$ cat src/rtl/core/rgb_to_hsv_convert_defines.svh
// Assertion macros shared by the division cell and the top level of the RGB to HSV converter.
`ifndef RGB_TO_HSV_CONVERT_DEFINES_SVH
`define RGB_TO_HSV_CONVERT_DEFINES_SVH

// Same-cycle implication, checked on every rising edge outside reset.
`define RHC_ASSERT_IMP(lbl, cond, prop) \
    lbl: assert property (@(posedge clk) disable iff (!rst_n) (cond) |-> (prop)) \
        else $error("rgb_to_hsv_convert: same-cycle check failed");

// Next-cycle implication, checked on every rising edge outside reset.
`define RHC_ASSERT_NXT(lbl, cond, prop) \
    lbl: assert property (@(posedge clk) disable iff (!rst_n) (cond) |=> (prop)) \
        else $error("rgb_to_hsv_convert: next-cycle check failed");

`endif

$ cat src/rtl/core/rhc_pkg.sv
// Package with widths, types and constants of the RGB to HSV converter.
package rhc_pkg;

    localparam int COMP_BITS  = 8;
    localparam int ALPHA_W    = 8;
    localparam int HUE_W      = 16;
    localparam int HUE_SECTOR = 3840;
    localparam int HUE_Q_W    = 12;
    localparam int FULL       = (1 << COMP_BITS) - 1;
    localparam int DIV_STEPS  = (COMP_BITS > HUE_Q_W) ? COMP_BITS : HUE_Q_W;
    localparam int P_W        = COMP_BITS + 1;
    localparam int NUM_W      = DIV_STEPS + P_W;

    typedef enum logic [1:0] {
        SEC_RED,
        SEC_GREEN,
        SEC_BLUE
    } sector_t;

    typedef struct packed {
        sector_t                sector;
        logic                   diff_neg;
        logic                   chroma_zero;
        logic [COMP_BITS-1:0]   value;
        logic [ALPHA_W-1:0]     alpha;
    } side_t;

    typedef struct packed {
        logic [P_W-1:0]         hue_p;
        logic [DIV_STEPS-1:0]   hue_q;
        logic [P_W-1:0]         hue_d;
        logic [P_W-1:0]         sat_p;
        logic [DIV_STEPS-1:0]   sat_q;
        logic [P_W-1:0]         sat_d;
        side_t                  side;
    } cell_t;

endpackage

$ cat src/rtl/core/rhc_front.sv
// Front end: max/min, hue sector and the rounded division operands.
module rhc_front (
    input  logic                              clk,
    input  logic                              rst_n,
    input  logic                              in_valid,
    output logic                              in_ready,
    input  logic [rhc_pkg::COMP_BITS-1:0]     red_in,
    input  logic [rhc_pkg::COMP_BITS-1:0]     green_in,
    input  logic [rhc_pkg::COMP_BITS-1:0]     blue_in,
    input  logic [rhc_pkg::ALPHA_W-1:0]       alpha_in,
    output logic                              out_valid,
    output rhc_pkg::cell_t                    out_data,
    input  logic                              out_ready
);

    localparam int C = rhc_pkg::COMP_BITS;

    // Stage one registers.
    logic                   s1_valid_reg;
    logic [C-1:0]           s1_mx_reg;
    logic [C-1:0]           s1_chroma_reg;
    rhc_pkg::sector_t       s1_sector_reg;
    logic [C-1:0]           s1_mag_reg;
    logic                   s1_neg_reg;
    logic [rhc_pkg::ALPHA_W-1:0] s1_alpha_reg;

    // Stage two registers.
    logic                   s2_valid_reg;
    rhc_pkg::cell_t         s2_data_reg;

    logic                   s1_ready;
    logic                   s2_ready;

    logic [C-1:0]           mx;
    logic [C-1:0]           mn;
    rhc_pkg::sector_t       sector;
    logic [C:0]             diff;
    logic [C:0]             mag_full;

    logic [rhc_pkg::NUM_W-1:0] hue_num;
    logic [rhc_pkg::NUM_W-1:0] sat_num;
    rhc_pkg::cell_t         s2_next;

    assign s2_ready  = !s2_valid_reg || out_ready;
    assign s1_ready  = !s1_valid_reg || s2_ready;
    assign in_ready  = s1_ready;
    assign out_valid = s2_valid_reg;
    assign out_data  = s2_data_reg;

    always_comb
    begin
        mx = red_in;
        mn = red_in;
        if (green_in > mx)
        begin
            mx = green_in;
        end
        if (blue_in > mx)
        begin
            mx = blue_in;
        end
        if (green_in < mn)
        begin
            mn = green_in;
        end
        if (blue_in < mn)
        begin
            mn = blue_in;
        end

        // Red wins a tie for the maximum, then green.
        priority if (mx == red_in)
        begin
            sector = rhc_pkg::SEC_RED;
        end
        else if (mx == green_in)
        begin
            sector = rhc_pkg::SEC_GREEN;
        end
        else
        begin
            sector = rhc_pkg::SEC_BLUE;
        end

        unique case (sector)
            rhc_pkg::SEC_RED:   diff = {1'b0, green_in} - {1'b0, blue_in};
            rhc_pkg::SEC_GREEN: diff = {1'b0, blue_in} - {1'b0, red_in};
            rhc_pkg::SEC_BLUE:  diff = {1'b0, red_in} - {1'b0, green_in};
            default:            diff = '0;
        endcase

        mag_full = diff[C] ? (~diff + 1'b1) : diff;
    end

    always_comb
    begin
        // Rounded quotient of n/d is floor((2n + d) / (2d)).
        hue_num = rhc_pkg::NUM_W'(s1_mag_reg) * rhc_pkg::NUM_W'(2 * rhc_pkg::HUE_SECTOR)
                + rhc_pkg::NUM_W'(s1_chroma_reg);
        sat_num = rhc_pkg::NUM_W'(s1_chroma_reg) * rhc_pkg::NUM_W'(2 * rhc_pkg::FULL)
                + rhc_pkg::NUM_W'(s1_mx_reg);

        s2_next.hue_p = hue_num[rhc_pkg::NUM_W-1 -: rhc_pkg::P_W];
        s2_next.hue_q = hue_num[rhc_pkg::DIV_STEPS-1:0];
        s2_next.hue_d = {s1_chroma_reg, 1'b0};
        s2_next.sat_p = sat_num[rhc_pkg::NUM_W-1 -: rhc_pkg::P_W];
        s2_next.sat_q = sat_num[rhc_pkg::DIV_STEPS-1:0];
        s2_next.sat_d = {s1_mx_reg, 1'b0};
        s2_next.side.sector      = s1_sector_reg;
        s2_next.side.diff_neg    = s1_neg_reg;
        s2_next.side.chroma_zero = (s1_chroma_reg == '0);
        s2_next.side.value       = s1_mx_reg;
        s2_next.side.alpha       = s1_alpha_reg;
    end

    always_ff @(posedge clk or negedge rst_n)
    begin
        if (!rst_n)
        begin
            s1_valid_reg <= 1'b0;
            s2_valid_reg <= 1'b0;
        end
        else
        begin
            if (s1_ready)
            begin
                s1_valid_reg <= in_valid;
            end
            if (s2_ready)
            begin
                s2_valid_reg <= s1_valid_reg;
            end
        end
    end

    always_ff @(posedge clk)
    begin
        if (s1_ready && in_valid)
        begin
            s1_mx_reg     <= mx;
            s1_chroma_reg <= mx - mn;
            s1_sector_reg <= sector;
            s1_mag_reg    <= mag_full[C-1:0];
            s1_neg_reg    <= diff[C];
            s1_alpha_reg  <= alpha_in;
        end
        if (s2_ready && s1_valid_reg)
        begin
            s2_data_reg <= s2_next;
        end
    end

endmodule

$ cat src/rtl/core/rhc_div_cell.sv
// One restoring-division cell: one quotient bit for the hue and saturation lanes.
`include "rgb_to_hsv_convert_defines.svh"

module rhc_div_cell (
    input  logic            clk,
    input  logic            rst_n,
    input  logic            in_valid,
    output logic            in_ready,
    input  rhc_pkg::cell_t  in_data,
    output logic            out_valid,
    output rhc_pkg::cell_t  out_data,
    input  logic            out_ready
);

    localparam int PW = rhc_pkg::P_W;
    localparam int QW = rhc_pkg::DIV_STEPS;

    logic            valid_reg;
    rhc_pkg::cell_t  data_reg;
    rhc_pkg::cell_t  data_next;

    logic [PW:0]     hue_t;
    logic [PW:0]     hue_sub;
    logic            hue_ge;
    logic [PW:0]     sat_t;
    logic [PW:0]     sat_sub;
    logic            sat_ge;

    assign in_ready  = !valid_reg || out_ready;
    assign out_valid = valid_reg;
    assign out_data  = data_reg;

    always_comb
    begin
        // Shift the next dividend bit into the partial remainder and try a subtract.
        hue_t   = {in_data.hue_p, in_data.hue_q[QW-1]};
        hue_sub = hue_t - {1'b0, in_data.hue_d};
        hue_ge  = (hue_t >= {1'b0, in_data.hue_d});
        sat_t   = {in_data.sat_p, in_data.sat_q[QW-1]};
        sat_sub = sat_t - {1'b0, in_data.sat_d};
        sat_ge  = (sat_t >= {1'b0, in_data.sat_d});

        data_next       = in_data;
        data_next.hue_p = hue_ge ? hue_sub[PW-1:0] : hue_t[PW-1:0];
        data_next.hue_q = {in_data.hue_q[QW-2:0], hue_ge};
        data_next.sat_p = sat_ge ? sat_sub[PW-1:0] : sat_t[PW-1:0];
        data_next.sat_q = {in_data.sat_q[QW-2:0], sat_ge};
    end

    always_ff @(posedge clk or negedge rst_n)
    begin
        if (!rst_n)
        begin
            valid_reg <= 1'b0;
        end
        else if (in_ready)
        begin
            valid_reg <= in_valid;
        end
    end

    always_ff @(posedge clk)
    begin
        if (in_ready && in_valid)
        begin
            data_reg <= data_next;
        end
    end

    // The partial remainder always stays below a nonzero divisor.
    `RHC_ASSERT_IMP(a_hue_rem_bound, valid_reg && data_reg.hue_d != '0, data_reg.hue_p < data_reg.hue_d)
    `RHC_ASSERT_IMP(a_sat_rem_bound, valid_reg && data_reg.sat_d != '0, data_reg.sat_p < data_reg.sat_d)

endmodule

$ cat src/rtl/core/rhc_back.sv
// Back end: hue assembly from sector and quotient, special cases, output register.
module rhc_back (
    input  logic                                clk,
    input  logic                                rst_n,
    input  logic                                in_valid,
    output logic                                in_ready,
    input  rhc_pkg::cell_t                      in_data,
    output logic                                out_valid,
    input  logic                                out_stall,
    output logic signed [rhc_pkg::HUE_W-1:0]    hue_out,
    output logic [rhc_pkg::COMP_BITS-1:0]       sat_out,
    output logic [rhc_pkg::COMP_BITS-1:0]       value_out,
    output logic [rhc_pkg::ALPHA_W-1:0]         alpha_out
);

    localparam int HW = rhc_pkg::HUE_W;

    logic                               out_valid_reg;
    logic signed [HW-1:0]               hue_reg;
    logic [rhc_pkg::COMP_BITS-1:0]      sat_reg;
    logic [rhc_pkg::COMP_BITS-1:0]      value_reg;
    logic [rhc_pkg::ALPHA_W-1:0]        alpha_reg;

    logic [HW-1:0]                      base;
    logic [HW-1:0]                      frac;
    logic [HW-1:0]                      hue_next;
    logic [rhc_pkg::COMP_BITS-1:0]      sat_next;

    assign in_ready  = !out_valid_reg || !out_stall;
    assign out_valid = out_valid_reg;
    assign hue_out   = hue_reg;
    assign sat_out   = sat_reg;
    assign value_out = value_reg;
    assign alpha_out = alpha_reg;

    always_comb
    begin
        unique case (in_data.side.sector)
            rhc_pkg::SEC_RED:   base = '0;
            rhc_pkg::SEC_GREEN: base = HW'(2 * rhc_pkg::HUE_SECTOR);
            rhc_pkg::SEC_BLUE:  base = HW'(4 * rhc_pkg::HUE_SECTOR);
            default:            base = '0;
        endcase

        frac = HW'(in_data.hue_q[rhc_pkg::HUE_Q_W-1:0]);

        // A grey pixel has no defined hue and reads as zero.
        if (in_data.side.chroma_zero)
        begin
            hue_next = '0;
        end
        else
        begin
            hue_next = in_data.side.diff_neg ? (base - frac) : (base + frac);
        end

        if (in_data.side.value == '0)
        begin
            sat_next = '0;
        end
        else
        begin
            sat_next = in_data.sat_q[rhc_pkg::COMP_BITS-1:0];
        end
    end

    always_ff @(posedge clk or negedge rst_n)
    begin
        if (!rst_n)
        begin
            out_valid_reg <= 1'b0;
        end
        else if (in_ready)
        begin
            out_valid_reg <= in_valid;
        end
    end

    always_ff @(posedge clk)
    begin
        if (in_ready && in_valid)
        begin
            hue_reg   <= hue_next;
            sat_reg   <= sat_next;
            value_reg <= in_data.side.value;
            alpha_reg <= in_data.side.alpha;
        end
    end

endmodule

$ cat src/rtl/core/rgb_to_hsv_convert.sv
// Top level of the RGB to HSV converter: front end, division cell row, back end.
//
// Usage: one pixel per transfer on the input channel (red_in, green_in, blue_in,
// alpha_in with in_valid/in_stall) and one HSV result per transfer on the output
// channel (hue_out, sat_out, value_out, alpha_out with out_valid/out_stall).
// Hue is signed in 1/64 degree units and is not wrapped, so it lies in
// -3840..19200. Saturation is rounded to the nearest step, value is the largest
// component, and alpha is copied through.
// From an input transfer to out_valid a pixel passes two front-end stages,
// one cell per quotient bit in the division row (12 cells), and the output
// register. Throughput is one pixel per cycle while out_stall is low, set by
// the row of division cells, each resolving one quotient bit of both divisions.
// Every stage has its own valid bit and takes new data when it is empty or its
// neighbor takes its contents, so bubbles collapse and the block keeps taking
// pixels while a finished result waits in the output register.
// When the receiver stalls, the result holds and the row fills up; in_stall
// rises only once every stage is occupied. Reset clears all valid bits; the
// block holds no other state and needs no setup.
`include "rgb_to_hsv_convert_defines.svh"

module rgb_to_hsv_convert (
    input  logic                                clk,
    input  logic                                rst_n,
    input  logic                                in_valid,
    output logic                                in_stall,
    input  logic [rhc_pkg::COMP_BITS-1:0]       red_in,
    input  logic [rhc_pkg::COMP_BITS-1:0]       green_in,
    input  logic [rhc_pkg::COMP_BITS-1:0]       blue_in,
    input  logic [rhc_pkg::ALPHA_W-1:0]         alpha_in,
    output logic                                out_valid,
    input  logic                                out_stall,
    output logic signed [rhc_pkg::HUE_W-1:0]    hue_out,
    output logic [rhc_pkg::COMP_BITS-1:0]       sat_out,
    output logic [rhc_pkg::COMP_BITS-1:0]       value_out,
    output logic [rhc_pkg::ALPHA_W-1:0]         alpha_out
);

    localparam int STEPS = rhc_pkg::DIV_STEPS;

    logic                   front_ready;
    logic [STEPS:0]         chain_valid;
    logic [STEPS:0]         chain_ready;
    rhc_pkg::cell_t         chain_data [STEPS+1];

    assign in_stall = !front_ready;

    // Front end computes max, min, sector and the rounded division operands.
    rhc_front u_front (
        .clk       (clk),
        .rst_n     (rst_n),
        .in_valid  (in_valid),
        .in_ready  (front_ready),
        .red_in    (red_in),
        .green_in  (green_in),
        .blue_in   (blue_in),
        .alpha_in  (alpha_in),
        .out_valid (chain_valid[0]),
        .out_data  (chain_data[0]),
        .out_ready (chain_ready[0])
    );

    // Each cell in the row resolves one quotient bit and passes the pixel on.
    for (genvar i = 0; i < STEPS; i++)
    begin : g_cell
        rhc_div_cell u_cell (
            .clk       (clk),
            .rst_n     (rst_n),
            .in_valid  (chain_valid[i]),
            .in_ready  (chain_ready[i]),
            .in_data   (chain_data[i]),
            .out_valid (chain_valid[i+1]),
            .out_data  (chain_data[i+1]),
            .out_ready (chain_ready[i+1])
        );
    end

    // Back end forms the final hue, applies the grey and black cases, and
    // holds the result for the receiver.
    rhc_back u_back (
        .clk       (clk),
        .rst_n     (rst_n),
        .in_valid  (chain_valid[STEPS]),
        .in_ready  (chain_ready[STEPS]),
        .in_data   (chain_data[STEPS]),
        .out_valid (out_valid),
        .out_stall (out_stall),
        .hue_out   (hue_out),
        .sat_out   (sat_out),
        .value_out (value_out),
        .alpha_out (alpha_out)
    );

    // Hue never leaves its unwrapped range.
    `RHC_ASSERT_IMP(a_hue_range, out_valid, $signed(hue_out) >= -16'sd3840 && $signed(hue_out) <= 16'sd19200)
    // Zero saturation means a grey pixel, which carries zero hue.
    `RHC_ASSERT_IMP(a_grey_hue, out_valid && sat_out == '0, hue_out == '0)
    // A black pixel has neither saturation nor hue.
    `RHC_ASSERT_IMP(a_black_pixel, out_valid && value_out == '0, sat_out == '0 && hue_out == '0)
    // The input side is never held off while the front stage can take data.
    `RHC_ASSERT_NXT(a_no_early_stall, !chain_valid[0] && !$past(in_valid), !in_stall || $past(front_ready))

endmodule
$ cat config.mk
export PLATFORM = sky130hd
export DESIGN_NAME = rgb_to_hsv_convert
export DESIGN_NICKNAME = d
export VERILOG_FILES = /design/src/rtl/core/rhc_pkg.sv /design/src/rtl/core/rhc_front.sv /design/src/rtl/core/rhc_div_cell.sv /design/src/rtl/core/rhc_back.sv /design/src/rtl/core/rgb_to_hsv_convert.sv
export VERILOG_INCLUDE_DIRS = /design/src /design/src/rtl/core
export SDC_FILE = /design/constraint.sdc
export NUM_CORES = 1
export LEC_CHECK = 0
export CAP_MARGIN = 15
export CORE_UTILIZATION = 65
export DETAILED_ROUTE_END_ITERATION = 12
export DONT_BUFFER_PORTS = 1
export HOLD_SLACK_MARGIN = 0.05
export PLACE_DENSITY = 0.81
export REMOVE_ABC_BUFFERS = 1
export SYNTH_ARGS = -nofsm -noshare
export SYNTH_HDL_FRONTEND = slang
export SYNTH_HIERARCHICAL = 1
export SYNTH_SLANG_ARGS = --single-unit
export TNS_END_PERCENT = 10
$ cat constraint.sdc
create_clock -name clk -period 6.2 [get_ports clk]
set_input_delay 1.55 -clock clk [delete_from_list [all_inputs] [get_ports clk]]
set_output_delay 1.55 -clock clk [all_outputs]
set_load 0.02 [all_outputs]
==> metrics.txt <==
status=finished, final reports clean; WP buf/inv=1; initial core utilization=65.93%; worst r2r src=u_front/s1_chroma_reg[1]; via/cell ratio=roughly 6; Worst Skew=19.71 ps; dpl hpwl=~61 mm; Worst Path Max Fanout=3; Setup crit start kind=input pin; final period utilization=96.49%; number of buffers created by CTS=99; H-tree depth=3; Post-Place Worst Slack=-156.8 ps; placed cell area=50650 µm²; number of port buffers=0; worst reg-to-reg setup slack=1020 ps; Worst-Margin Slew=1039 ps; GP Congestion=0.9293; fin util=72.29%; crit path from=out_stall; worst path arrival time=4430 ps; Synth Instances=approximately 3500; Skew-Pair Late Insertion Delay=650 ps; vias=approximately 27000; DRT antenna net count=0; Final #Nets=4030; setup TNS=0 ps; Total Routed Length=88.20 mm; Critical Path, Cell by Cell=nand2_1 > nand2b_4 > nand2b_4 > nand2b_1 > nand2b_1 > nand2b_1 > nand2b_1 > nand2b_1 > nand2b_1 > nand2b_4 > nand2b_1 > nand2b_1 > nand2b_1 > nand3b_1 > inv_2; Synth Warn #=6; crit-path most repeated cell=nand2b_1; post-route design area=54000 µm²; setup violators final=0; GRT Util Overall=23.25%; Crit path largest cell delay=approximately 330 ps; Slew headroom=30.71%; DRC Markers=0; max-cap viol count=0; DIE AREA=76870 µm²; top cell family by delay on the critical path=simple AND/OR/NAND/NOR gates; Largest register FFs=approximately 880; Hold Vio Cnt, Final=0; die width=277.3 µm; mapped cell area=49250 µm²; largest net degree at the start of global routing=50; CP Depth=15; drt wl/cell=19.01 µm; CP Class=in -> out; die height=277.3 µm; fillers=around 4500; Peak Freq=0.1672 GHz; Core Area=~75000 µm²; post-route setup slack=217.4 ps; FP Rows=100; via count of the first global-routing pass=between 20000 and 30000; CP Capture Type=output port; critical path's slowest cell=nand3b_1; DR iter-0 viols=1706; Avg Inst Size Synth=roughly 14 µm²; Final min period=5983 ps; HP Class=reg -> reg; clk sinks=1029; first-pass GRT wire length=143.4 mm; CP required=around 4700 ps; synthesis-to-finish area growth=9.652%; Root Buffer=clkbuf_16; R2R Path End=u_front/out_data[45]; RSZ-0062 raised after global routing=false; Slew Limit Fails=0; Worst-path clk slew=~60 ps; layout cells sized above 1=12.07%; First-pass DRT Iterations=7; clk buf depth=3; gr ovfl total=0; num ports=78; CP Capture Point=in_stall; initial antenna violation count=5; TritonCTS clock tree=done; r2r worst-path depth=16
routing by layer:
layer	track usage, %	routed length (µm)	part of all wire, %	up-vias
li1	-	-	-	12960
met1	26.46	33830	38	13230
met2	43.47	47170	53	832
met3	3.731	4116	4.7	229
met4	9.031	3029	3.4	8
met5	0	59	0.067	-
through the flow:
stage | hold WS (ps) | std cells
detailed placement | 404.5 | 4453
CTS | 400.2 | 4638
floorplan | 400.3 | 3428
global route | 401.4 | 4638
global placement | 401.5 | 4453
finish | 398.7 | 4639
layout make-up:
cell class                 count  area (µm²)  share of cell area [%]
inverter                     416        1562                   2.892
clock buffer                 124        2634                   4.877
clock inverter                60       678.2                   1.256
tap                          969        1212                   2.245
antenna                        1       2.502                0.004634
timing repair buffer          57       478.0                  0.8851
sequential                  1029       30820                   57.08
multi-input combinational   1983       16610                   30.76
cell usage in the layout, fill, tap and decap left out, types with 16 or more instances in the layout:
master,n
nand4_1,16
o21ai_0,112
nor2_1,156
clkbuf_16,101
clkinv_2,21
buf_4,53
inv_1,403
edfxtp_1,1014
fa_1,73
nand2b_1,75
nand2_1,163
nand3_1,17
xnor2_1,128
mux2i_1,28
o31ai_1,39
xor2_1,76
o211ai_1,37
o21ai_1,25
ha_1,335
a211oi_1,35
a31oi_1,17
mux2_2,91
o21a_1,25
clkbuf_1,21
o21bai_1,18
nor3_1,19
a21o_1,54
a21oi_1,176
a21oi_2,25
worst min-delay path by stage:
stage / startpoint / to / slack [ps] / cells past startpoint
CTS: g_cell[10].u_cell/out_data[60] / g_cell[11].u_cell/out_data[61] / 400 / 0
global placement: u_front/out_data[37] / g_cell[0].u_cell/out_data[38] / 400 / 0
finish: g_cell[10].u_cell/out_data[60] / g_cell[11].u_cell/out_data[61] / 400 / 0
floorplan: u_front/out_data[0] / g_cell[0].u_cell/out_data[0] / 400 / 0
global route: g_cell[10].u_cell/out_data[60] / g_cell[11].u_cell/out_data[61] / 400 / 0
detailed placement: u_front/out_data[32] / g_cell[0].u_cell/out_data[33] / 400 / 0
timing repair:
item,4_1_cts,5_1_grt
endpoints found under the setup margin,1,1
buffers inserted,1,0
hold buffers,0,0
gates resized for setup,1,3
Power is not shown: default switching activity piles up to over one toggle a cycle in this logic, so the estimate is an artifact.
